===== config.mk =====
export PLATFORM = sky130hd
export DESIGN_NAME = two_square_representation_counter_flat
export DESIGN_NICKNAME = d
export VERILOG_FILES = /design/src/hw/rtl/tsrc_pkg.sv /design/src/hw/rtl/tsrc_in_if.sv /design/src/hw/rtl/tsrc_out_if.sv /design/src/hw/rtl/tsrc_isqrt.sv /design/src/hw/rtl/two_square_representation_counter.sv /design/src/flat_wrapper.sv
export SDC_FILE = /design/constraint.sdc
export NUM_CORES = 2
export LEC_CHECK = 0
export BUFFER_PORTS_ARGS = -buffer_cell sky130_fd_sc_hd__buf_2
export CELL_PAD_IN_SITES_DETAIL_PLACEMENT = 0
export CELL_PAD_IN_SITES_GLOBAL_PLACEMENT = 2
export CORE_MARGIN = 2
export CORE_UTILIZATION = 42
export CTS_CLUSTER_DIAMETER = 50
export DETAILED_ROUTE_END_ITERATION = 8
export PLACE_DENSITY = 0.93
export SETUP_SLACK_MARGIN = 0.15
export SYNTH_ARGS = -nofsm -noshare
export SYNTH_HDL_FRONTEND = slang
export SYNTH_SLANG_ARGS = --single-unit

===== constraint.sdc =====
create_clock -name clk -period 12.6 [get_ports clk]
set_clock_uncertainty 0.05 [all_clocks]
set_input_delay 2.52 -clock clk [delete_from_list [all_inputs] [get_ports clk]]
set_output_delay 2.52 -clock clk [all_outputs]
set_load 0.02 [all_outputs]

===== src/hw/rtl/tsrc_pkg.sv =====
// Shared constants and types for the two-square representation counter.
// No dependencies; compiled first.
`default_nettype none
package tsrc_pkg;

  localparam int FIELD_WIDTH       = 16;
  localparam int COUNT_WIDTH       = 16;
  localparam int OPERAND_WIDTH_DEF = 16;

  localparam logic [COUNT_WIDTH-1:0] COUNT_MAX = {COUNT_WIDTH{1'b1}};

  typedef struct packed {
    logic busy;
    logic done;
  } isq_sts_t;

endpackage
`default_nettype wire


===== src/hw/rtl/tsrc_in_if.sv =====
// Input channel: valid/ready with the two operands.
// Depends on tsrc_pkg.
`default_nettype none
interface tsrc_in_if;
  logic                             valid;
  logic                             ready;
  logic [tsrc_pkg::FIELD_WIDTH-1:0] first_value;
  logic [tsrc_pkg::FIELD_WIDTH-1:0] second_value;

  modport source (output valid, output first_value, output second_value, input ready);
  modport sink   (input valid, input first_value, input second_value, output ready);
endinterface
`default_nettype wire


===== src/hw/rtl/tsrc_out_if.sv =====
// Result channel: valid/ready with the pair count.
// Depends on tsrc_pkg.
`default_nettype none
interface tsrc_out_if;
  logic                             valid;
  logic                             ready;
  logic [tsrc_pkg::COUNT_WIDTH-1:0] pair_count;

  modport source (output valid, output pair_count, input ready);
  modport sink   (input valid, input pair_count, output ready);
endinterface
`default_nettype wire


===== src/hw/rtl/tsrc_isqrt.sv =====
// Iterative integer square root, one result bit per cycle (digit by digit).
// Gives root and remainder. Depends on tsrc_pkg.
`default_nettype none
module tsrc_isqrt #(
  parameter int WIDTH = 33
) (
  input  wire logic                         clk,
  input  wire logic                         rst_n,
  input  wire logic                         start,
  input  wire logic [WIDTH-1:0]             value,
  output tsrc_pkg::isq_sts_t                sts,
  output logic [(WIDTH+(WIDTH%2))/2-1:0]    root,
  output logic [WIDTH-1:0]                  rem
);
  import tsrc_pkg::*;

  localparam int NW    = WIDTH + (WIDTH % 2);
  localparam int STEPS = NW / 2;
  localparam int CW    = $clog2(STEPS + 1);

  logic [NW-1:0] n_r, res_r, bit_r;
  logic [NW-1:0] n_nxt, res_nxt, bit_nxt;
  logic [CW-1:0] cnt_r, cnt_nxt;
  logic          busy_r, busy_nxt, done_r, done_nxt;
  logic [NW-1:0] sum;

  assign sum = res_r + bit_r;

  always_comb begin
    n_nxt    = n_r;
    res_nxt  = res_r;
    bit_nxt  = bit_r;
    cnt_nxt  = cnt_r;
    busy_nxt = busy_r;
    done_nxt = 1'b0;
    if (start) begin
      n_nxt    = NW'(value);
      res_nxt  = '0;
      bit_nxt  = NW'(1) << (NW - 2);
      cnt_nxt  = CW'(STEPS);
      busy_nxt = 1'b1;
    end else if (busy_r) begin
      if (n_r >= sum) begin
        n_nxt   = n_r - sum;
        res_nxt = (res_r >> 1) + bit_r;
      end else begin
        res_nxt = res_r >> 1;
      end
      bit_nxt = bit_r >> 2;
      cnt_nxt = cnt_r - CW'(1);
      if (cnt_r == CW'(1)) begin
        busy_nxt = 1'b0;
        done_nxt = 1'b1;
      end
    end
  end

  always_ff @(posedge clk) begin
    if (!rst_n) begin
      busy_r <= 1'b0;
      done_r <= 1'b0;
      cnt_r  <= '0;
    end else begin
      busy_r <= busy_nxt;
      done_r <= done_nxt;
      cnt_r  <= cnt_nxt;
    end
    n_r   <= n_nxt;
    res_r <= res_nxt;
    bit_r <= bit_nxt;
  end

  assign sts.busy = busy_r;
  assign sts.done = done_r;
  assign root     = res_r[STEPS-1:0];
  assign rem      = n_r[WIDTH-1:0];

  a_start_idle: assert property (@(posedge clk) disable iff (!rst_n)
    start |-> !busy_r) else $error("isqrt started while busy");
  a_start_busy: assert property (@(posedge clk) disable iff (!rst_n)
    start |=> busy_r) else $error("isqrt did not go busy");
  a_done_after_busy: assert property (@(posedge clk) disable iff (!rst_n)
    done_r |-> $past(busy_r) && !busy_r) else $error("isqrt done without a run");

endmodule
`default_nettype wire


===== src/hw/rtl/two_square_representation_counter.sv =====
// Two-square representation counter, top level.
// Depends on tsrc_pkg, tsrc_in_if, tsrc_out_if and tsrc_isqrt.
//
// Forms T = A*A + B*B and counts pairs 1 <= x < y with x*x + y*y = T, x*x < T/2,
// returning one saturating 16-bit count per operand pair. One item is in work
// at a time; in_ch.ready is high only while idle. From one input transfer to
// the next an item passes through the idle state, the shared multiplier for T
// (A*A, then B*B added), a state to start the square-root unit, the run in it
// for y0 = isqrt(T) over EW+1 root bits, EW being the effective operand width
// (16 by default), collection of the root, then a scan in which every step
// either advances x (x*x and T - x*x kept by add and subtract) or steps y down,
// then a step to end the scan and one to post the count. The result sits in an
// output register, so a new pair can be taken while it waits.
`default_nettype none
module two_square_representation_counter #(
  parameter int OPERAND_WIDTH = tsrc_pkg::OPERAND_WIDTH_DEF
) (
  input wire logic  clk,
  input wire logic  rst_n,
  tsrc_in_if.sink   in_ch,
  tsrc_out_if.source out_ch
);
  import tsrc_pkg::*;

  localparam int EW = (OPERAND_WIDTH < FIELD_WIDTH) ? OPERAND_WIDTH : FIELD_WIDTH;
  localparam int TW = 2 * EW + 1;
  localparam int XW = EW + 1;

  localparam logic [2:0] S_IDLE = 3'd0;
  localparam logic [2:0] S_SQA  = 3'd1;
  localparam logic [2:0] S_SQB  = 3'd2;
  localparam logic [2:0] S_RGO  = 3'd3;
  localparam logic [2:0] S_ROOT = 3'd4;
  localparam logic [2:0] S_SCAN = 3'd5;
  localparam logic [2:0] S_DONE = 3'd6;

  logic [2:0]             state_r, state_nxt;
  logic [EW-1:0]          a_r, a_nxt, b_r, b_nxt;
  logic [TW-1:0]          t_r, t_nxt, half_r, half_nxt;
  logic [TW-1:0]          xsq_r, xsq_nxt, rem_r, rem_nxt, ysq_r, ysq_nxt;
  logic [XW-1:0]          x_r, x_nxt, y_r, y_nxt;
  logic [COUNT_WIDTH-1:0] cnt_r, cnt_nxt, out_cnt_r, out_cnt_nxt;
  logic                   out_valid_r, out_valid_nxt;

  logic [EW-1:0]   mul_op;
  logic [2*EW-1:0] prod;
  logic [TW-1:0]   x_inc, y_dec;

  logic            isq_start;
  isq_sts_t        isq_sts;
  logic [XW-1:0]   isq_root;
  logic [TW-1:0]   isq_rem;

  tsrc_isqrt #(.WIDTH(TW)) u_isqrt (
    .clk   (clk),
    .rst_n (rst_n),
    .start (isq_start),
    .value (t_r),
    .sts   (isq_sts),
    .root  (isq_root),
    .rem   (isq_rem)
  );

  assign mul_op    = (state_r == S_SQA) ? a_r : b_r;
  assign prod      = mul_op * mul_op;
  assign x_inc     = TW'({x_r, 1'b1});
  assign y_dec     = TW'({y_r, 1'b0}) - TW'(1);
  assign isq_start = (state_r == S_RGO);

  assign in_ch.ready       = (state_r == S_IDLE);
  assign out_ch.valid      = out_valid_r;
  assign out_ch.pair_count = out_cnt_r;

  always_comb begin
    state_nxt     = state_r;
    a_nxt         = a_r;
    b_nxt         = b_r;
    t_nxt         = t_r;
    half_nxt      = half_r;
    xsq_nxt       = xsq_r;
    rem_nxt       = rem_r;
    ysq_nxt       = ysq_r;
    x_nxt         = x_r;
    y_nxt         = y_r;
    cnt_nxt       = cnt_r;
    out_cnt_nxt   = out_cnt_r;
    out_valid_nxt = out_valid_r;
    if (out_valid_r && out_ch.ready) begin
      out_valid_nxt = 1'b0;
    end
    case (state_r)
      S_IDLE: begin
        if (in_ch.valid) begin
          a_nxt     = in_ch.first_value[EW-1:0];
          b_nxt     = in_ch.second_value[EW-1:0];
          state_nxt = S_SQA;
        end
      end
      S_SQA: begin
        t_nxt     = TW'(prod);
        state_nxt = S_SQB;
      end
      S_SQB: begin
        t_nxt     = t_r + TW'(prod);
        state_nxt = S_RGO;
      end
      S_RGO: begin
        half_nxt  = t_r >> 1;
        x_nxt     = XW'(1);
        xsq_nxt   = TW'(1);
        rem_nxt   = t_r - TW'(1);
        cnt_nxt   = '0;
        state_nxt = S_ROOT;
      end
      S_ROOT: begin
        if (isq_sts.done) begin
          y_nxt     = isq_root;
          ysq_nxt   = t_r - isq_rem;
          state_nxt = S_SCAN;
        end
      end
      S_SCAN: begin
        if (xsq_r >= half_r) begin
          state_nxt = S_DONE;
        end else if (ysq_r > rem_r) begin
          y_nxt   = y_r - XW'(1);
          ysq_nxt = ysq_r - y_dec;
        end else begin
          if (ysq_r == rem_r && y_r > x_r && cnt_r != COUNT_MAX) begin
            cnt_nxt = cnt_r + COUNT_WIDTH'(1);
          end
          x_nxt   = x_r + XW'(1);
          xsq_nxt = xsq_r + x_inc;
          rem_nxt = rem_r - x_inc;
        end
      end
      S_DONE: begin
        if (!out_valid_r || out_ch.ready) begin
          out_cnt_nxt   = cnt_r;
          out_valid_nxt = 1'b1;
          state_nxt     = S_IDLE;
        end
      end
      default: begin
        state_nxt = S_IDLE;
      end
    endcase
  end

  always_ff @(posedge clk) begin
    if (!rst_n) begin
      state_r     <= S_IDLE;
      out_valid_r <= 1'b0;
    end else begin
      state_r     <= state_nxt;
      out_valid_r <= out_valid_nxt;
    end
    a_r       <= a_nxt;
    b_r       <= b_nxt;
    t_r       <= t_nxt;
    half_r    <= half_nxt;
    xsq_r     <= xsq_nxt;
    rem_r     <= rem_nxt;
    ysq_r     <= ysq_nxt;
    x_r       <= x_nxt;
    y_r       <= y_nxt;
    cnt_r     <= cnt_nxt;
    out_cnt_r <= out_cnt_nxt;
  end

  a_root_running: assert property (@(posedge clk) disable iff (!rst_n)
    (state_r == S_ROOT) |-> (isq_sts.busy || isq_sts.done))
    else $error("waiting on idle square-root unit");
  a_rem_tracks: assert property (@(posedge clk) disable iff (!rst_n)
    (state_r == S_SCAN) |-> (rem_r + xsq_r == t_r))
    else $error("remainder lost track of x squared");
  a_cnt_monotonic: assert property (@(posedge clk) disable iff (!rst_n)
    (state_r == S_SCAN) |=> (cnt_r >= $past(cnt_r)))
    else $error("pair count decreased during scan");
  a_out_not_overwritten: assert property (@(posedge clk) disable iff (!rst_n)
    (out_valid_r && !out_ch.ready) |=> (out_valid_r && $stable(out_cnt_r)))
    else $error("pending result overwritten");

endmodule
`default_nettype wire

===== src/flat_wrapper.sv =====
// flat-port wrapper written by rule: the top's interface ports become plain ports
module two_square_representation_counter_flat import tsrc_pkg::*;
#(
  parameter int OPERAND_WIDTH = tsrc_pkg::OPERAND_WIDTH_DEF
)
  (clk, rst_n, in_ch_valid, in_ch_first_value, in_ch_second_value, in_ch_ready, out_ch_valid, out_ch_pair_count, out_ch_ready);
  tsrc_in_if in_ch_i ();
  tsrc_out_if out_ch_i ();
  input wire logic clk;
  input wire logic rst_n;
  input wire logic [$bits(in_ch_i.valid)-1:0] in_ch_valid;
  input wire logic [$bits(in_ch_i.first_value)-1:0] in_ch_first_value;
  input wire logic [$bits(in_ch_i.second_value)-1:0] in_ch_second_value;
  output wire logic [$bits(in_ch_i.ready)-1:0] in_ch_ready;
  output wire logic [$bits(out_ch_i.valid)-1:0] out_ch_valid;
  output wire logic [$bits(out_ch_i.pair_count)-1:0] out_ch_pair_count;
  input wire logic [$bits(out_ch_i.ready)-1:0] out_ch_ready;
  assign in_ch_i.valid = in_ch_valid;
  assign in_ch_i.first_value = in_ch_first_value;
  assign in_ch_i.second_value = in_ch_second_value;
  assign in_ch_ready = in_ch_i.ready;
  assign out_ch_valid = out_ch_i.valid;
  assign out_ch_pair_count = out_ch_i.pair_count;
  assign out_ch_i.ready = out_ch_ready;
  two_square_representation_counter #(.OPERAND_WIDTH(OPERAND_WIDTH)) u_core (.clk(clk), .rst_n(rst_n), .in_ch(in_ch_i), .out_ch(out_ch_i));
endmodule

==> flow_summary_export.csv <==
group,metric,value,unit
grt,grt_pass1_vias,26900,
clock_network,postCtsSetupBuffers,0,
logic_synthesis,synth_area_leaders,"edfxtp_1 (25%), ha_1 (14%), fa_1 (9.5%)",
logic_synthesis,synth_cell_types,99,
run,drv_cap,0,
floorplan,initial_utilization,0.424,
final_layout,fill_cells,7775,
sta,finalMaxSlewViolations,0,
detailed_routing,final_antenna_net_count,0,
grt,track_usage,0.219,
placement,routabilityCongestion,0.875,
floorplan,core_area,82100,sq um
worst_setup_path,crit_type,"register to register",
detailed_routing,routed_wl,93400,microns
sta,hold_violations,0,
sta,fmaxAchievable,96.2,MHz
final_layout,areaGrowthSynthToFinish,11.2,%
detailed_routing,drc_errors,0,
logic_synthesis,postSynthAreaPerCell,9.11,sq um
floorplan,rows,105,
worst_setup_path,worst_path_most_repeated_cell,"inv_1",
clock_network,cts_tree,"done",
sta,tightest_slew,1.20,ns
final_layout,seqCellArea,10100,sq um
floorplan,die_w,292,microns
worst_setup_path,cp.arrival,10.71,ns
floorplan,die_h,292,microns
final_layout,multi_input_area,22800,sq um
final_layout,drive_gt1_frac,0.0782,
clock_network,clock_latency,0.61,ns
worst_setup_path,crit_fanout,20,
worst_setup_path,cp-start-kind,"register",
logic_synthesis,netlist.area_leader.share,0.254,
worst_setup_path,critPathSlowestCell,"mux2i_1",
detailed_routing,dr.pass1.iters,5,
placement,portBuffers,53,
logic_synthesis,synth_common_cells,"inv_1 (398), nor2_1 (394), ha_1 (388), nand2_1 (308), edfxtp_1 (295)",
final_layout,final_cells,5007,
sta,min_period,10.40,ns
sta,tns,0,ns
worst_hold_path,hold_class,"register to register",
logic_synthesis,synth_area_leader_cell,"edfxtp_1",
detailed_routing,wire_per_inst,18.7,microns
floorplan,die-area,85200,sq um
clock_network,numCtsBuffers,68,
detailed_routing,drtIter0Drc,1922,
placement,place_inst,4881,
logic_synthesis,ys_seq_elements,358,
grt,overflow,0,
logic_synthesis,seq_area_frac_synth,0.291,
logic_synthesis,async_reset_ff_frac,0,
floorplan,io_pins,54,
worst_setup_path,crit_family,"adder cells",
outcome,status,"finished clean",
clock_network,ctsHoldBuffers,0,
final_layout,fin_nets,4470,
final_layout,diodes,0,
sta,fin_ws,2.20,ns
grt,grt_pass1_wl,149000,microns
clock_network,post_cts_resized,0,
grt,grt_start_max_net_pins,82,
clock_network,clock-sinks,358,
sta,maxSlewHeadroom,0.198,
logic_synthesis,yosysMostFrequentCell,"inv_1",
worst_setup_path,slowest_delay,0.59,ns
logic_synthesis,synthFlopType,"edfxtp_1",
grt,antenna_found_initial,1,
detailed_routing,vias,27800,
sta,setup_viol,0,
sta,hold_ws,0.430,ns
sta,fin_crit_sh,0.825,
logic_synthesis,synthCells,3821,
placement,dp_slack,2.32,ns
clock_network,cts.clk_slew.worst_paths,0.06,ns
worst_setup_path,worst_ep_required_time,12.91,ns
sta,rsz0062_at_grt,"no",
worst_setup_path,path_buf_inv,10,
logic_synthesis,synth-edff-count,295,
logic_synthesis,ys_warn_count,0,
detailed_routing,viasPerCell,5.55,
clock_network,clockBufferDepth,3,
placement,hpwl,71700,microns
clock_network,cts_root_buf,"clkbuf_16",
clock_network,htree_levels,3,
logic_synthesis,syn_area,34800,sq um
worst_setup_path,critPathCaptureType,"register",
logic_synthesis,syn-num-nets,4410,
## cell families after synthesis
family,count (synthesis),share of synthesized area
AO/OA/AOI/OAI,902,0.171
adder cells (fa/ha/maj),553,0.234
multiplexers,73,0.0219
flip-flops,358,0.291
AND/OR/NAND/NOR,1118,0.148
XOR/XNOR,308,0.0777
buffers and inverters,509,0.0562
## per-layer routing
layer  global-route usage  part of all wire  vias to the layer above
met5                    0                 0                        -
met4               0.0688             0.030                        0
met3               0.0277             0.046                      144
met2                0.349              0.45                      632
met1                0.309              0.48                    13300
li1                     -                 -                    13700
## registers in the layout (all words and copies together) (netlist names), 5 cells and up
signal and cells:
u_core.cnt_r 16, u_core.t_r 33, u_core.u_isqrt.cnt_r 5, u_core.half_r 32
u_core.u_isqrt.res_r 34, u_core.rem_r 33, u_core.xsq_r 33, u_core.ysq_r 33
u_core.a_r 16, u_core.u_isqrt.n_r 34, u_core.x_r 17, u_core.y_r 17
u_core.b_r 16, u_core.out_ch.pair_count 16, u_core.u_isqrt.bit_r 17
## final timing paths
check | depth (start not counted) | from | endpoint | slack (ns)
worst max-delay path | 37 | u_core.state_r[0] | u_core.t_r[29] | 2.20
worst min-delay path | 0 | u_core.cnt_r[1] | u_core.out_ch.pair_count[1] | 0.43
worst max register to register | 37 | u_core.state_r[0] | u_core.t_r[29] | 2.20
worst min register to register | 0 | u_core.cnt_r[1] | u_core.out_ch.pair_count[1] | 0.43
## through the flow
stage | cell area (sq um) | util
after floorplan | 34800 | -
after global placement | 36400 | 0.443
after detailed placement | 36400 | 0.443
after CTS | 38700 | 0.472
after global routing | 38700 | 0.472
final | 38700 | 0.472
## cell type report
| type | instances | area share |
|---|---|---|
| clock buffer | 86 | 0.0494 |
| sequential | 358 | 0.261 |
| multi-input combinational | 2954 | 0.589 |
| clock inverter | 40 | 0.0120 |
| tap | 1070 | 0.0346 |
| inverter | 405 | 0.0393 |
| timing repair buffer | 94 | 0.0148 |
## cell usage in the layout, fill, tap and decap left out, types with 120 or more instances in the layout
| master | count |
|---|---|
| a21oi_1 | 247 |
| edfxtp_1 | 295 |
| fa_1 | 165 |
| ha_1 | 388 |
| inv_1 | 397 |
| nand2_1 | 307 |
| nor2_1 | 393 |
| o21ai_0 | 188 |
| xnor2_1 | 187 |
| xor2_1 | 120 |
Power is not shown: default switching activity piles up to over one toggle a cycle in this logic, so the estimate is an artifact.
